### src/sv/breath_cycle_timer_top_assert.svh
// Assertion macros for the breath-cycle timer blocks.
// Define ASSERT_OFF to compile the assertions out.
`ifndef BREATH_CYCLE_TIMER_TOP_ASSERT_SVH
`define BREATH_CYCLE_TIMER_TOP_ASSERT_SVH
`ifndef ASSERT_OFF
// Same-cycle implication, checked out of reset.
`define BCT_ASSERT_IMP(name, clk, rstn, ante, cons) \
    name: assert property (@(posedge clk) disable iff (!rstn) (ante) |-> (cons)) \
        else $error("breath cycle timer assertion failed");
// Next-cycle implication, checked out of reset.
`define BCT_ASSERT_NXT(name, clk, rstn, ante, cons) \
    name: assert property (@(posedge clk) disable iff (!rstn) (ante) |=> (cons)) \
        else $error("breath cycle timer assertion failed");
`else
`define BCT_ASSERT_IMP(name, clk, rstn, ante, cons)
`define BCT_ASSERT_NXT(name, clk, rstn, ante, cons)
`endif
`endif

### src/sv/bcyc_pkg.sv
// Shared types, constants and helpers for the breath-cycle timer.
// No dependencies; used by bcyc_div, bcyc_core and breath_cycle_timer_top.
package bcyc_pkg;

    localparam int DIV_W = 37;          // widest dividend: 20*duration + half the divisor
    localparam int DEN_W = 33;          // widest divisor: 2*duration
    localparam int REM_W = DEN_W + 1;
    localparam int CNT_W = 6;
    localparam int PROD_W = 24;

    typedef logic [DIV_W-1:0]  div_num_t;
    typedef logic [DEN_W-1:0]  div_den_t;
    typedef logic [CNT_W-1:0]  div_cnt_t;
    typedef logic [PROD_W-1:0] prod_t;

    // Quotient bits per division
    localparam div_cnt_t BITS_PERIOD = div_cnt_t'(16);
    localparam div_cnt_t BITS_HOLD   = div_cnt_t'(PROD_W);
    localparam div_cnt_t BITS_RATE   = div_cnt_t'(33);
    localparam div_cnt_t BITS_RATIO  = div_cnt_t'(DIV_W);
    localparam div_cnt_t CNT_ONE     = div_cnt_t'(1);

    localparam logic [15:0] MS_PER_MIN   = 16'd60000;
    localparam logic [32:0] MS_TWO_MIN   = 33'd120000;
    localparam logic [7:0]  RATE_MAX     = 8'd255;
    localparam logic [9:0]  IE_MAX       = 10'd999;
    localparam logic [9:0]  IE_UNIT      = 10'd10;

    typedef enum logic [2:0] {
        MODE_SAMPLE    = 3'd0,
        MODE_START     = 3'd1,
        MODE_MARK_INSP = 3'd2,
        MODE_MARK_EXP  = 3'd3,
        MODE_CLOSE     = 3'd4
    } mode_t;

    typedef enum logic [2:0] {
        CFG_BPM     = 3'd0,
        CFG_IE_INSP = 3'd1,
        CFG_IE_EXP  = 3'd2,
        CFG_PLATEAU = 3'd3,
        CFG_PEEP    = 3'd4
    } cfg_idx_t;

    typedef enum logic [3:0] {
        ST_IDLE,
        ST_DECODE,
        ST_PER_WAIT,
        ST_HOLD_MUL,
        ST_HOLD_GO,
        ST_HOLD_WAIT,
        ST_START_FIN,
        ST_RATE_WAIT,
        ST_RATIO_GO,
        ST_RATIO_WAIT,
        ST_EMIT
    } seq_state_t;

    typedef struct packed {
        logic [2:0]         mode;
        logic [31:0]        now_ms;
        logic signed [15:0] pressure;
    } in_item_t;

    typedef struct packed {
        logic        inspiration_done;
        logic        hold_done;
        logic        expiration_done;
        logic        peep_pause_done;
        logic        timing_error;
        logic [14:0] running_peak;
        logic [14:0] breath_peak;
        logic [7:0]  measured_rate;
        logic [9:0]  measured_ie_insp;
        logic [9:0]  measured_ie_exp;
    } res_item_t;

    typedef struct packed {
        logic [5:0]  breaths_per_minute;
        logic [6:0]  ie_insp_tenths;
        logic [6:0]  ie_exp_tenths;
        logic [15:0] plateau_ms;
        logic [15:0] peep_pause_ms;
    } cfg_regs_t;

    typedef struct packed {
        logic     start;
        div_num_t num;      // left aligned: first quotient bit comes from the MSB
        div_den_t den;
        div_cnt_t count;
    } div_req_t;

    typedef struct packed {
        logic     busy;
        logic     done;
        div_num_t quot;
    } div_rsp_t;

    // Left-align a dividend of nbits significant bits
    function automatic div_num_t align_num(input div_num_t x, input div_cnt_t nbits);
        return x << (DIV_W - int'(nbits));
    endfunction

    function automatic logic [7:0] sat_rate(input div_num_t q);
        if (q > div_num_t'(RATE_MAX)) return RATE_MAX;
        return q[7:0];
    endfunction

    function automatic logic [9:0] sat_ie(input div_num_t q);
        if (q > div_num_t'(IE_MAX)) return IE_MAX;
        return q[9:0];
    endfunction

endpackage

### src/sv/bcyc_div.sv
// Shared restoring divider, one quotient bit per cycle.
// Depends on bcyc_pkg and breath_cycle_timer_top_assert.svh.
`include "breath_cycle_timer_top_assert.svh"

module bcyc_div (
    input  logic                aclk,
    input  logic                aresetn,
    input  bcyc_pkg::div_req_t  req,
    output bcyc_pkg::div_rsp_t  rsp
);

    logic                      busy_reg, busy_next;
    logic                      done_reg, done_next;
    bcyc_pkg::div_cnt_t        cnt_reg, cnt_next;
    bcyc_pkg::div_num_t        num_reg, num_next;
    bcyc_pkg::div_num_t        quot_reg, quot_next;
    bcyc_pkg::div_den_t        den_reg, den_next;
    logic [bcyc_pkg::REM_W-1:0] rem_reg, rem_next;

    logic [bcyc_pkg::REM_W-1:0] rem_shift;
    logic [bcyc_pkg::REM_W:0]   diff;
    logic                       ge;

    assign rem_shift = {rem_reg[bcyc_pkg::REM_W-2:0], num_reg[bcyc_pkg::DIV_W-1]};
    assign diff      = {1'b0, rem_shift} - {2'b00, den_reg};
    assign ge        = ~diff[bcyc_pkg::REM_W];

    always_comb begin
        busy_next = busy_reg;
        done_next = 1'b0;
        cnt_next  = cnt_reg;
        num_next  = num_reg;
        quot_next = quot_reg;
        den_next  = den_reg;
        rem_next  = rem_reg;
        if (req.start) begin
            busy_next = 1'b1;
            cnt_next  = req.count;
            num_next  = req.num;
            den_next  = req.den;
            quot_next = '0;
            rem_next  = '0;
        end else if (busy_reg) begin
            rem_next  = ge ? diff[bcyc_pkg::REM_W-1:0] : rem_shift;
            quot_next = {quot_reg[bcyc_pkg::DIV_W-2:0], ge};
            num_next  = {num_reg[bcyc_pkg::DIV_W-2:0], 1'b0};
            cnt_next  = cnt_reg - bcyc_pkg::CNT_ONE;
            if (cnt_reg == bcyc_pkg::CNT_ONE) begin
                busy_next = 1'b0;
                done_next = 1'b1;
            end
        end
    end

    always_ff @(posedge aclk) begin
        if (!aresetn) begin
            busy_reg <= 1'b0;
            done_reg <= 1'b0;
            cnt_reg  <= '0;
        end else begin
            busy_reg <= busy_next;
            done_reg <= done_next;
            cnt_reg  <= cnt_next;
        end
    end

    always_ff @(posedge aclk) begin
        num_reg  <= num_next;
        quot_reg <= quot_next;
        den_reg  <= den_next;
        rem_reg  <= rem_next;
    end

    assign rsp.busy = busy_reg;
    assign rsp.done = done_reg;
    assign rsp.quot = quot_reg;

    `BCT_ASSERT_IMP(a_no_restart, aclk, aresetn, req.start, !busy_reg)
    `BCT_ASSERT_IMP(a_count_nonzero, aclk, aresetn, req.start, req.count != '0)
    `BCT_ASSERT_NXT(a_last_step, aclk, aresetn, busy_reg && cnt_reg == bcyc_pkg::CNT_ONE, done_reg && !busy_reg)
    `BCT_ASSERT_IMP(a_done_idle, aclk, aresetn, done_reg, !busy_reg)

endmodule

### src/sv/bcyc_core.sv
// Breath-cycle state, event sequencer and result assembly.
// Depends on bcyc_pkg, bcyc_div and breath_cycle_timer_top_assert.svh.
`include "breath_cycle_timer_top_assert.svh"

module bcyc_core (
    input  logic                 aclk,
    input  logic                 aresetn,
    input  logic                 item_valid,
    input  bcyc_pkg::in_item_t   item,
    input  bcyc_pkg::cfg_regs_t  cfg,
    output logic                 idle,
    output logic                 res_valid,
    input  logic                 res_ready,
    output bcyc_pkg::res_item_t  res
);

    bcyc_pkg::seq_state_t state_reg, state_next;
    bcyc_pkg::in_item_t   item_reg;

    logic [31:0]        cycle_start_reg, cycle_start_next;
    logic [16:0]        period_len_reg, period_len_next;
    logic [16:0]        insp_hold_len_reg, insp_hold_len_next;
    logic signed [17:0] insp_len_reg, insp_len_next;
    logic signed [17:0] exp_len_reg, exp_len_next;
    logic               error_flag_reg, error_flag_next;
    logic [31:0]        insp_dur_reg, insp_dur_next;
    logic [31:0]        exp_dur_reg, exp_dur_next;
    logic [15:0]        peak_now_reg, peak_now_next;
    logic [15:0]        peak_latched_reg, peak_latched_next;
    logic [7:0]         rate_held_reg, rate_held_next;
    logic [9:0]         ie_insp_held_reg, ie_insp_held_next;
    logic [9:0]         ie_exp_held_reg, ie_exp_held_next;

    bcyc_pkg::prod_t    prod_reg, prod_next;
    logic [31:0]        rnum_reg, rnum_next;
    logic [31:0]        rden_reg, rden_next;
    logic               rswap_reg, rswap_next;
    logic               rzero_reg, rzero_next;

    bcyc_pkg::div_req_t div_req;
    bcyc_pkg::div_rsp_t div_rsp;

    logic [7:0]         ratio_sum;
    logic [31:0]        since_start;
    logic [32:0]        rate_num;
    logic [31:0]        elapsed;
    logic signed [33:0] el_s;
    logic signed [18:0] peep_lim;
    logic               in_wait;

    bcyc_div u_div (
        .aclk    (aclk),
        .aresetn (aresetn),
        .req     (div_req),
        .rsp     (div_rsp)
    );

    assign ratio_sum   = {1'b0, cfg.ie_insp_tenths} + {1'b0, cfg.ie_exp_tenths};
    assign since_start = item_reg.now_ms - cycle_start_reg;
    assign rate_num    = {1'b0, since_start} + bcyc_pkg::MS_TWO_MIN;
    assign elapsed     = since_start;
    assign el_s        = $signed({2'b00, elapsed});
    assign peep_lim    = $signed({exp_len_reg[17], exp_len_reg})
                       + $signed({3'b000, cfg.peep_pause_ms});
    assign idle        = (state_reg == bcyc_pkg::ST_IDLE);

    always_comb begin
        state_next         = state_reg;
        cycle_start_next   = cycle_start_reg;
        period_len_next    = period_len_reg;
        insp_hold_len_next = insp_hold_len_reg;
        insp_len_next      = insp_len_reg;
        exp_len_next       = exp_len_reg;
        error_flag_next    = error_flag_reg;
        insp_dur_next      = insp_dur_reg;
        exp_dur_next       = exp_dur_reg;
        peak_now_next      = peak_now_reg;
        peak_latched_next  = peak_latched_reg;
        rate_held_next     = rate_held_reg;
        ie_insp_held_next  = ie_insp_held_reg;
        ie_exp_held_next   = ie_exp_held_reg;
        prod_next          = prod_reg;
        rnum_next          = rnum_reg;
        rden_next          = rden_reg;
        rswap_next         = rswap_reg;
        rzero_next         = rzero_reg;
        div_req            = '0;
        res_valid          = 1'b0;

        unique case (state_reg)
            bcyc_pkg::ST_IDLE: begin
                if (item_valid) state_next = bcyc_pkg::ST_DECODE;
            end
            bcyc_pkg::ST_DECODE: begin
                state_next = bcyc_pkg::ST_EMIT;
                unique case (item_reg.mode)
                    bcyc_pkg::MODE_SAMPLE: begin
                        if (item_reg.pressure > $signed({1'b0, peak_now_reg}))
                            peak_now_next = item_reg.pressure;
                    end
                    bcyc_pkg::MODE_START: begin
                        cycle_start_next = item_reg.now_ms;
                        div_req.start = 1'b1;
                        div_req.num   = bcyc_pkg::align_num(
                            bcyc_pkg::div_num_t'(bcyc_pkg::MS_PER_MIN), bcyc_pkg::BITS_PERIOD);
                        div_req.den   = bcyc_pkg::div_den_t'(cfg.breaths_per_minute);
                        div_req.count = bcyc_pkg::BITS_PERIOD;
                        state_next    = bcyc_pkg::ST_PER_WAIT;
                    end
                    bcyc_pkg::MODE_MARK_INSP: begin
                        insp_dur_next = since_start;
                    end
                    bcyc_pkg::MODE_MARK_EXP: begin
                        exp_dur_next = since_start - insp_dur_reg;
                    end
                    bcyc_pkg::MODE_CLOSE: begin
                        div_req.start = 1'b1;
                        div_req.num   = bcyc_pkg::align_num(
                            bcyc_pkg::div_num_t'(rate_num), bcyc_pkg::BITS_RATE);
                        div_req.den   = {since_start, 1'b0};
                        div_req.count = bcyc_pkg::BITS_RATE;
                        rswap_next    = exp_dur_reg > insp_dur_reg;
                        rzero_next    = (exp_dur_reg == '0) && (insp_dur_reg == '0);
                        rnum_next     = (exp_dur_reg > insp_dur_reg) ? exp_dur_reg : insp_dur_reg;
                        rden_next     = (exp_dur_reg > insp_dur_reg) ? insp_dur_reg : exp_dur_reg;
                        peak_latched_next = peak_now_reg;
                        peak_now_next     = '0;
                        state_next        = bcyc_pkg::ST_RATE_WAIT;
                    end
                    default: begin
                    end
                endcase
            end
            bcyc_pkg::ST_PER_WAIT: begin
                if (div_rsp.done) begin
                    period_len_next = (cfg.breaths_per_minute == '0) ? '0 : div_rsp.quot[16:0];
                    state_next      = bcyc_pkg::ST_HOLD_MUL;
                end
            end
            bcyc_pkg::ST_HOLD_MUL: begin
                prod_next  = bcyc_pkg::prod_t'(cfg.ie_insp_tenths)
                           * bcyc_pkg::prod_t'(period_len_reg);
                state_next = bcyc_pkg::ST_HOLD_GO;
            end
            bcyc_pkg::ST_HOLD_GO: begin
                div_req.start = 1'b1;
                div_req.num   = bcyc_pkg::align_num(
                    bcyc_pkg::div_num_t'(prod_reg), bcyc_pkg::BITS_HOLD);
                div_req.den   = bcyc_pkg::div_den_t'(ratio_sum);
                div_req.count = bcyc_pkg::BITS_HOLD;
                state_next    = bcyc_pkg::ST_HOLD_WAIT;
            end
            bcyc_pkg::ST_HOLD_WAIT: begin
                if (div_rsp.done) begin
                    insp_hold_len_next = (ratio_sum == '0) ? '0 : div_rsp.quot[16:0];
                    state_next         = bcyc_pkg::ST_START_FIN;
                end
            end
            bcyc_pkg::ST_START_FIN: begin
                insp_len_next   = $signed({1'b0, insp_hold_len_reg})
                                - $signed({2'b00, cfg.plateau_ms});
                exp_len_next    = $signed({1'b0, period_len_reg})
                                - $signed({1'b0, insp_hold_len_reg});
                error_flag_next = insp_len_next[17] | exp_len_next[17];
                state_next      = bcyc_pkg::ST_EMIT;
            end
            bcyc_pkg::ST_RATE_WAIT: begin
                if (div_rsp.done) begin
                    rate_held_next = bcyc_pkg::sat_rate(div_rsp.quot);
                    state_next     = bcyc_pkg::ST_RATIO_GO;
                end
            end
            bcyc_pkg::ST_RATIO_GO: begin
                if (rzero_reg) begin
                    ie_insp_held_next = bcyc_pkg::IE_UNIT;
                    ie_exp_held_next  = bcyc_pkg::IE_UNIT;
                    state_next        = bcyc_pkg::ST_EMIT;
                end else begin
                    div_req.start = 1'b1;
                    div_req.num   = bcyc_pkg::div_num_t'({rnum_reg, 4'b0000})
                                  + bcyc_pkg::div_num_t'({rnum_reg, 2'b00})
                                  + bcyc_pkg::div_num_t'(rden_reg);
                    div_req.den   = {rden_reg, 1'b0};
                    div_req.count = bcyc_pkg::BITS_RATIO;
                    state_next    = bcyc_pkg::ST_RATIO_WAIT;
                end
            end
            bcyc_pkg::ST_RATIO_WAIT: begin
                if (div_rsp.done) begin
                    if (rswap_reg) begin
                        ie_insp_held_next = bcyc_pkg::IE_UNIT;
                        ie_exp_held_next  = bcyc_pkg::sat_ie(div_rsp.quot);
                    end else begin
                        ie_exp_held_next  = bcyc_pkg::IE_UNIT;
                        ie_insp_held_next = bcyc_pkg::sat_ie(div_rsp.quot);
                    end
                    state_next = bcyc_pkg::ST_EMIT;
                end
            end
            bcyc_pkg::ST_EMIT: begin
                res_valid = 1'b1;
                if (res_ready) state_next = bcyc_pkg::ST_IDLE;
            end
            default: begin
                state_next = bcyc_pkg::ST_IDLE;
            end
        endcase
    end

    // Result fields reflect the state after the event
    always_comb begin
        res.inspiration_done = el_s > $signed({{16{insp_len_reg[17]}}, insp_len_reg});
        res.hold_done        = elapsed > {15'd0, insp_hold_len_reg};
        res.expiration_done  = elapsed > {15'd0, period_len_reg};
        res.peep_pause_done  = el_s > $signed({{15{peep_lim[18]}}, peep_lim});
        res.timing_error     = error_flag_reg;
        res.running_peak     = peak_now_reg[14:0];
        res.breath_peak      = peak_latched_reg[14:0];
        res.measured_rate    = rate_held_reg;
        res.measured_ie_insp = ie_insp_held_reg;
        res.measured_ie_exp  = ie_exp_held_reg;
    end

    always_ff @(posedge aclk) begin
        if (!aresetn) begin
            state_reg         <= bcyc_pkg::ST_IDLE;
            cycle_start_reg   <= '0;
            period_len_reg    <= '0;
            insp_hold_len_reg <= '0;
            insp_len_reg      <= '0;
            exp_len_reg       <= '0;
            error_flag_reg    <= 1'b0;
            insp_dur_reg      <= '0;
            exp_dur_reg       <= '0;
            peak_now_reg      <= '0;
            peak_latched_reg  <= '0;
            rate_held_reg     <= '0;
            ie_insp_held_reg  <= '0;
            ie_exp_held_reg   <= '0;
        end else begin
            state_reg         <= state_next;
            cycle_start_reg   <= cycle_start_next;
            period_len_reg    <= period_len_next;
            insp_hold_len_reg <= insp_hold_len_next;
            insp_len_reg      <= insp_len_next;
            exp_len_reg       <= exp_len_next;
            error_flag_reg    <= error_flag_next;
            insp_dur_reg      <= insp_dur_next;
            exp_dur_reg       <= exp_dur_next;
            peak_now_reg      <= peak_now_next;
            peak_latched_reg  <= peak_latched_next;
            rate_held_reg     <= rate_held_next;
            ie_insp_held_reg  <= ie_insp_held_next;
            ie_exp_held_reg   <= ie_exp_held_next;
        end
    end

    always_ff @(posedge aclk) begin
        if (idle && item_valid) item_reg <= item;
        prod_reg  <= prod_next;
        rnum_reg  <= rnum_next;
        rden_reg  <= rden_next;
        rswap_reg <= rswap_next;
        rzero_reg <= rzero_next;
    end

    assign in_wait = (state_reg == bcyc_pkg::ST_PER_WAIT)
                  || (state_reg == bcyc_pkg::ST_HOLD_WAIT)
                  || (state_reg == bcyc_pkg::ST_RATE_WAIT)
                  || (state_reg == bcyc_pkg::ST_RATIO_WAIT);

    `BCT_ASSERT_IMP(a_done_in_wait, aclk, aresetn, div_rsp.done, in_wait)
    `BCT_ASSERT_IMP(a_exp_nonneg, aclk, aresetn, 1'b1, !exp_len_reg[17])
    `BCT_ASSERT_IMP(a_peak_nonneg, aclk, aresetn, 1'b1, !peak_now_reg[15] && !peak_latched_reg[15])
    `BCT_ASSERT_IMP(a_err_match, aclk, aresetn, res_valid, error_flag_reg == (insp_len_reg[17] | exp_len_reg[17]))

endmodule

### src/sv/breath_cycle_timer_top.sv
// Breath-cycle timer top: configuration registers, request and result handshakes.
// Sample, mark and unused modes go straight from decode to the result; start cycle
// runs the period and then the hold division; close breath runs the rate and then the
// ratio division, skipping the ratio when both phase durations are zero. One request
// at a time: with m_ready high the next request can be taken in the same cycle that m_valid rises.
// Reset (aresetn low, synchronous) clears all breath state and loads the register defaults.
module breath_cycle_timer_top (
    input  logic                 aclk,
    input  logic                 aresetn,
    // request channel
    input  logic                 s_valid,
    output logic                 s_ready,
    input  bcyc_pkg::in_item_t   s_data,
    // result channel
    output logic                 m_valid,
    input  logic                 m_ready,
    output bcyc_pkg::res_item_t  m_data,
    // configuration write channel
    input  logic                 cfg_valid,
    output logic                 cfg_ready,
    input  logic [2:0]           cfg_index,
    input  logic [15:0]          cfg_wdata
);

    bcyc_pkg::cfg_regs_t  cfg_reg, cfg_next;
    logic                 m_valid_reg, m_valid_next;
    bcyc_pkg::res_item_t  m_data_reg;

    logic                 core_idle;
    logic                 res_valid;
    logic                 res_ready;
    bcyc_pkg::res_item_t  res;

    // Configuration writes are registered; the register file never stalls.
    assign cfg_ready = 1'b1;

    always_comb begin
        cfg_next = cfg_reg;
        if (cfg_valid) begin
            unique case (cfg_index)
                bcyc_pkg::CFG_BPM:     cfg_next.breaths_per_minute = cfg_wdata[5:0];
                bcyc_pkg::CFG_IE_INSP: cfg_next.ie_insp_tenths     = cfg_wdata[6:0];
                bcyc_pkg::CFG_IE_EXP:  cfg_next.ie_exp_tenths      = cfg_wdata[6:0];
                bcyc_pkg::CFG_PLATEAU: cfg_next.plateau_ms         = cfg_wdata;
                bcyc_pkg::CFG_PEEP:    cfg_next.peep_pause_ms      = cfg_wdata;
                default: begin
                    // drop writes to indexes outside the register list
                end
            endcase
        end
    end

    always_ff @(posedge aclk) begin
        if (!aresetn) begin
            cfg_reg.breaths_per_minute <= 6'd12;
            cfg_reg.ie_insp_tenths     <= 7'd10;
            cfg_reg.ie_exp_tenths      <= 7'd20;
            cfg_reg.plateau_ms         <= 16'd0;
            cfg_reg.peep_pause_ms      <= 16'd0;
        end else begin
            cfg_reg <= cfg_next;
        end
    end

    // Take a new request whenever the sequencer is idle, even with a result
    // still parked in the output register.
    assign s_ready = core_idle;

    bcyc_core u_core (
        .aclk       (aclk),
        .aresetn    (aresetn),
        .item_valid (s_valid),
        .item       (s_data),
        .cfg        (cfg_reg),
        .idle       (core_idle),
        .res_valid  (res_valid),
        .res_ready  (res_ready),
        .res        (res)
    );

    // Output register: advance the core's result when the slot is empty or
    // being emptied this cycle; otherwise hold it and stall the core.
    assign res_ready = !m_valid_reg || m_ready;

    always_comb begin
        m_valid_next = m_valid_reg;
        if (res_valid && res_ready) m_valid_next = 1'b1;
        else if (m_ready)           m_valid_next = 1'b0;
    end

    always_ff @(posedge aclk) begin
        if (!aresetn) m_valid_reg <= 1'b0;
        else          m_valid_reg <= m_valid_next;
    end

    always_ff @(posedge aclk) begin
        if (res_valid && res_ready) m_data_reg <= res;
    end

    assign m_valid = m_valid_reg;
    assign m_data  = m_data_reg;

endmodule
### config.mk
export PLATFORM = sky130hd
export DESIGN_NAME = breath_cycle_timer_top
export DESIGN_NICKNAME = d
export VERILOG_FILES = /design/src/sv/bcyc_pkg.sv /design/src/sv/bcyc_div.sv /design/src/sv/bcyc_core.sv /design/src/sv/breath_cycle_timer_top.sv
export VERILOG_INCLUDE_DIRS = /design/src /design/src/sv
export SDC_FILE = /design/constraint.sdc
export NUM_CORES = 2
export LEC_CHECK = 0
export BUFFER_PORTS_ARGS = -buffer_cell sky130_fd_sc_hd__buf_2
export CAP_MARGIN = 30
export CORE_MARGIN = 5
export CORE_UTILIZATION = 56
export CTS_CLUSTER_SIZE = 8
export DETAILED_ROUTE_END_ITERATION = 10
export MAX_ROUTING_LAYER = met4
export PLACE_DENSITY = 0.79
export SLEW_MARGIN = 20
export SYNTH_ARGS = -nofsm -noshare
export SYNTH_HDL_FRONTEND = slang
export SYNTH_SLANG_ARGS = --single-unit
### constraint.sdc
create_clock -name aclk -period 5.7 [get_ports aclk]
set_input_delay 1.14 -clock aclk [delete_from_list [all_inputs] [get_ports aclk]]
set_output_delay 1.14 -clock aclk [all_outputs]
set_load 0.05 [all_outputs]
Yosys cells after proc, flatten, opt, wreduce, memory -nomap -nowiden
Cells that the tools add are included.
{ "word_totals": {"output_inout_bits": 66, "ff_bits": 635, "in_bits": 75, "word_cells": 180} }
{ "op_classes": {"bitwise": 4, "n_eq_ne": 27, "multipliers": 1, "n_reduce_logical": 32, "addsub": 11, "muxes": 52, "order_cmp": 8} }
{ "ops": {"columns": ["operator", "n"], "rows": [
  ["$pmux 77 s3", 1],
  ["$pmux 77 s2", 1],
  ["$mux 10", 8],
  ["$mux 77", 1],
  ["$mux 37", 2],
  ["$gt 32x17->1", 2],
  ["$logic_not 32->1", 2],
  ["$mux 32", 2],
  ["$sub 32x32->32", 2],
  ["$pmux 4 s11", 1],
  ["$pmux 10 s2", 2],
  ["$add 36x34->37", 1],
  ["$add 37x32->37", 1],
  ["$gt 37x10->1 const B", 1],
  ["$gt 37x8->1 const B", 1],
  ["$sub 34x33->35", 1],
  ["$mux 17", 2],
  ["$add 32x17->33 const B", 1],
  ["$gt 33x18->1", 1],
  ["$gt 33x19->1", 1],
  ["$mux 33", 1],
  ["$gt 32x32->1", 1],
  ["$pmux 16 s2", 1],
  ["$mul 7x17->24", 1],
  ["37 further kinds", 97]
]} }

Longest topological paths before layout
{ "depth": {"depth_word": 9, "mapped_depth": 26} }

Cells and area by module
From an unflattened synthesis, not the netlist that was laid out.
{ "unflattened": {"hier_cells": 4384, "area_unflattened_um2": 41833.9} }
{ "modules_own_cells": {"columns": ["mod", "n_inst", "area_each_um2", "cells_each"], "rows": [
  ["bcyc_core", 1, 30030.1, 3327],
  ["bcyc_div", 1, 7867.5, 791],
  ["breath_cycle_timer_top", 1, 3936.3, 266]
]} }

Worst setup path after synthesis
No wires, ideal clock.
{ "synth_path": {"path_kind": "in2reg", "startpoint": "input port m_ready", "endpoint": "register m_data_reg, in the netlist m_data[0], enable pin", "t_arrival_ps": 5515, "cell_stages": 2, "required_ps": 5138, "slack_ps": -377, "setup_time_ps": 562, "path_cell_list": "nor2b_1 nor3_1"} }
{ "synth_via": {"elab_chain_cells": 2} }
{ "synth_rtl": {"columns": ["element", "line", "text"], "rows": [
  ["start, declared", "breath_cycle_timer_top.sv:16", "input logic m_ready,"],
  ["$logic_or 1x1->1", "breath_cycle_timer_top.sv:83", "assign res_ready = !m_valid_reg || m_ready;"],
  ["$logic_and 1x1->1", "breath_cycle_timer_top.sv:97", "if (res_valid && res_ready) m_data_reg <= res;"],
  ["end signal, assigned", "breath_cycle_timer_top.sv:97", null],
  ["end, declared", "breath_cycle_timer_top.sv:27", "bcyc_pkg::res_item_t m_data_reg;"]
]} }
No other way between the ends.
A chain may end at the register's enable or synchronous reset.

Worst setup path after layout
{ "layout_path": {"startpoint": "register u_core.period_len_reg[1]", "endpoint": "register u_core.prod_reg[23], data pin"} }
{ "layout_via": {"elab_chain_cells": 1} }
{ "layout_rtl": {"columns": ["element", "line", "text"], "rows": [
  ["start, declared", "bcyc_core.sv:21", "logic [16:0] period_len_reg, period_len_next;"],
  ["start signal, assigned", "bcyc_core.sv:243", "period_len_reg <= period_len_next;"],
  ["$mul 7x17->24", "bcyc_core.sv:142", "* bcyc_pkg::prod_t'(period_len_reg);"],
  ["end signal, assigned", "bcyc_core.sv:260", "prod_reg <= prod_next;"],
  ["end, declared", "bcyc_core.sv:34", "bcyc_pkg::prod_t prod_reg, prod_next;"]
]} }
No other way between the ends.

==> results.md <==
* Run status: complete, no violations
* Gpl congestion at 0.9551
* Predominant post-synthesis flop cell: dfxtp_1
* Syn nets at 4928
* Mapped cell area at between 40000 and 50000 sq um
* DRT Pass-1 Iters at 6
* Total GRT Usage at between 20 and 30%
* Met2 WL at just under 50000 microns
* Min-Delay Path Class: flop to flop
* Setup bufs post-CTS at 0
* Yosys top cell by area: edfxtp_1
* Via count at ~33k
* Highest routed layer: met4
* Post-synth top cells: nand2_1, a21oi_1, ha_1
* Slew Limit Headroom at between 20 and 30%
* Dpl hpwl at approximately 82000 microns
* Die Width at 279.7 microns
* Crit Path Class: flop to flop
* Placed Instances at between 5k and 6k
* LEAKAGE at ~18 nW
* Final worst slack at approximately 0.31 ns
* DR iter-0 viols at 3013
* WL met1 at approximately 48000 microns
* CTS resizes at 0
* Root Driver: clkbuf_16
* Setup TNS at 0 ns
* Yosys reg bits at approximately 640
* Maximum vdd drop at about 0.78 mV
* H-tree depth at 3
* Worst-case clock buffer depth at 3
* Clock skew at 0.03572 ns
* Place WS at 0.08756 ns
* Gate Count Post-Synth at ~4.4k
* Die ar. at 78210 sq um
* Number of cells in the finished layout apart from fillers at between 5k and 6k
* Count leader, synth: nand2_1
* Minimum clock period at ~5.4 ns
* EDFF count, synth at about 270
* Hold buffer count at cts at 0
* Number of flip-flops in the largest register at 63
* Yosys cell types at 101
* Max_cap viols at 0
* Filler cells at just under 6k
* Final WL at 111000 microns
* Yosys top cell area share at ~20%
* RSZ-0062 raised after global routing: false
* Nature of the critical path endpoint: flop
* Synth warn at 0
* Via/cell ratio at roughly 6.0
* # IOs at ~140
* Clk pin slew, worst setup/hold paths at roughly 0.05 ns
* Core area at between 70000 and 80000 sq um
* Critical path data required time at 6.08 ns
* Grt total ovfl at 0
* Fraction of layout cells with a size suffix above 1 at about a tenth
* CTS Buf Count at 90
* CP max FO at 10
* Vias in the first global route at around 32k
* Worst-margin pin slew at between 1 and 1.5 ns
* Final setup fails at 0
* CTS tree: built
* Die Ht at 279.7 microns
* Critical path startpoint category: flop
* WP data arrival at 5.77 ns
* Initial antenna violation count at 2
* Syn_area_per_cell at approximately 9.3 sq um
* Nets at between 5k and 6k
* First-pass GRT wire length at roughly 170000 microns
* PortBufs at 139
* Pins over their slew limit at 0
* Async set-reset flop share out of synthesis at 0%
* Sequential-to-total area share from yosys stat at 37.95%
* Total chip power at 22.68 mW
* Area Overhead vs Synth at 11.45%
* Period utilisation layout at a little over nine tenths
* Top post-synthesis cells by area: edfxtp_1, dfxtp_1, ha_1
* Post-route ant nets at 0
* Met3 routed WL at 9383 microns
* Row count at 98
* Wire per inst at 20.05 microns
* Power Dens Cells at roughly 500 nW/um^2
* Final hold vios at 0
* Worst-Skew Late Latency at around 0.65 ns
* Starting Density at ~57%
* DRC Markers at 0
* FMAX at 185.6 MHz
* Clk sink count at between 600 and 700
* Largest net degree at the start of global routing at approximately 100
==> power breakdown <==
part | internal [mW] | total, mW | leakage (nW) | switching, mW
logic | 4.52 | 11.3 | 11.7 | 6.78
clock network | 3.05 | 5.08 | 1.27 | 2.03
registers | 5.71 | 6.30 | 5.51 | 0.585
==> cell families after synthesis <==
group	Yosys count	share of synthesized area [%]
other	1	0.009209
and+or+nand+nor	1355	15.66
AOI/OAI and AO/OA	1045	16.67
DFF	635	37.95
xor gates and xnor gates	177	3.957
muxes	154	3.988
buffers and inverters	518	4.824
adders and majority gates	486	16.94
==> final timing paths <==
path | end | cells past startpoint | slack (ns) | from
worst min register to register | m_data[16] | 0 | 0.43 | u_core.ie_insp_held_reg[6]
worst max-delay path | u_core.prod_reg[23] | 18 | 0.31 | u_core.period_len_reg[1]
worst max register to register | u_core.prod_reg[23] | 18 | 0.31 | u_core.period_len_reg[1]
worst min-delay path | m_data[16] | 0 | 0.43 | u_core.ie_insp_held_reg[6]
==> per-layer routing <==
metal | up-vias | track usage (%)
li1 | 15850 | -
met1 | 15810 | 38.81
met2 | 1352 | 43.00
met3 | 253 | 4.834
met4 | 0 | 11.53
met5 | - | -
==> layout by cell type, fill, tap and decap left out, types with 44 or more instances in the layout <==
| cell | netlist | final |
|---|---|---|
| o21ai_0 | 158 | 155 |
| nand4_1 | 56 | 56 |
| nor3_1 | 66 | 63 |
| xnor2_1 | 117 | 116 |
| inv_1 | 347 | 347 |
| clkbuf_1 | 151 | 59 |
| and2_1 | 89 | 88 |
| a211oi_1 | 49 | 48 |
| mux2i_1 | 88 | 88 |
| fa_1 | 110 | 110 |
| a21oi_1 | 379 | 377 |
| nand3_1 | 75 | 75 |
| buf_2 | 4 | 139 |
| nor2_1 | 282 | 280 |
| clkbuf_16 | 0 | 93 |
| nand2_1 | 547 | 546 |
| mux2_2 | 66 | 66 |
| a22oi_1 | 46 | 46 |
| dfxtp_1 | 361 | 360 |
| nor2b_1 | 44 | 44 |
| buf_4 | 2 | 74 |
| ha_1 | 372 | 372 |
| a21o_1 | 109 | 109 |
| edfxtp_1 | 274 | 274 |
| xor2_1 | 55 | 55 |
==> worst max-delay path, cell delays in order (launching register included) <==
cell and delay, ns:
dfxtp_1 0.53, nand2_1 0.13, fa_1 0.50, fa_1 0.55, inv_1 0.05, fa_1 0.54
inv_1 0.06, fa_1 0.52, inv_1 0.04, ha_1 0.34, a211o_1 0.29, nand3_1 0.10
a31oi_1 0.12, a41oi_1 0.33, a2111oi_1 0.17, o21a_1 0.22, o21a_1 0.18, o41a_1 0.33
xnor2_1 0.13
==> per-stage QoR <==
step	util (%)	instance area (sq um)	hold WS, ns
2_1_floorplan	-	40730	0.4030
3_3_place_gp	59.28	42600	0.4126
4_1_cts	63.09	45340	0.4280
3_5_place_dp	59.37	42660	0.4155
5_1_grt	63.16	45380	0.4411
6_report	63.16	45380	0.4259
==> area by class of cell <==
type	count	area [sq um]	area share, %
inverters	351	1329	2.928
diodes	2	5.005	0.01103
well taps	950	1189	2.619
flip-flops and latches	635	15460	34.06
repair buffers	218	1338	2.947
multi-input cells	3218	23390	51.54
clock buffers	153	2562	5.646
clock inverters	6	111.4	0.2454
Note: power is estimated with default switching activity, not from simulation.
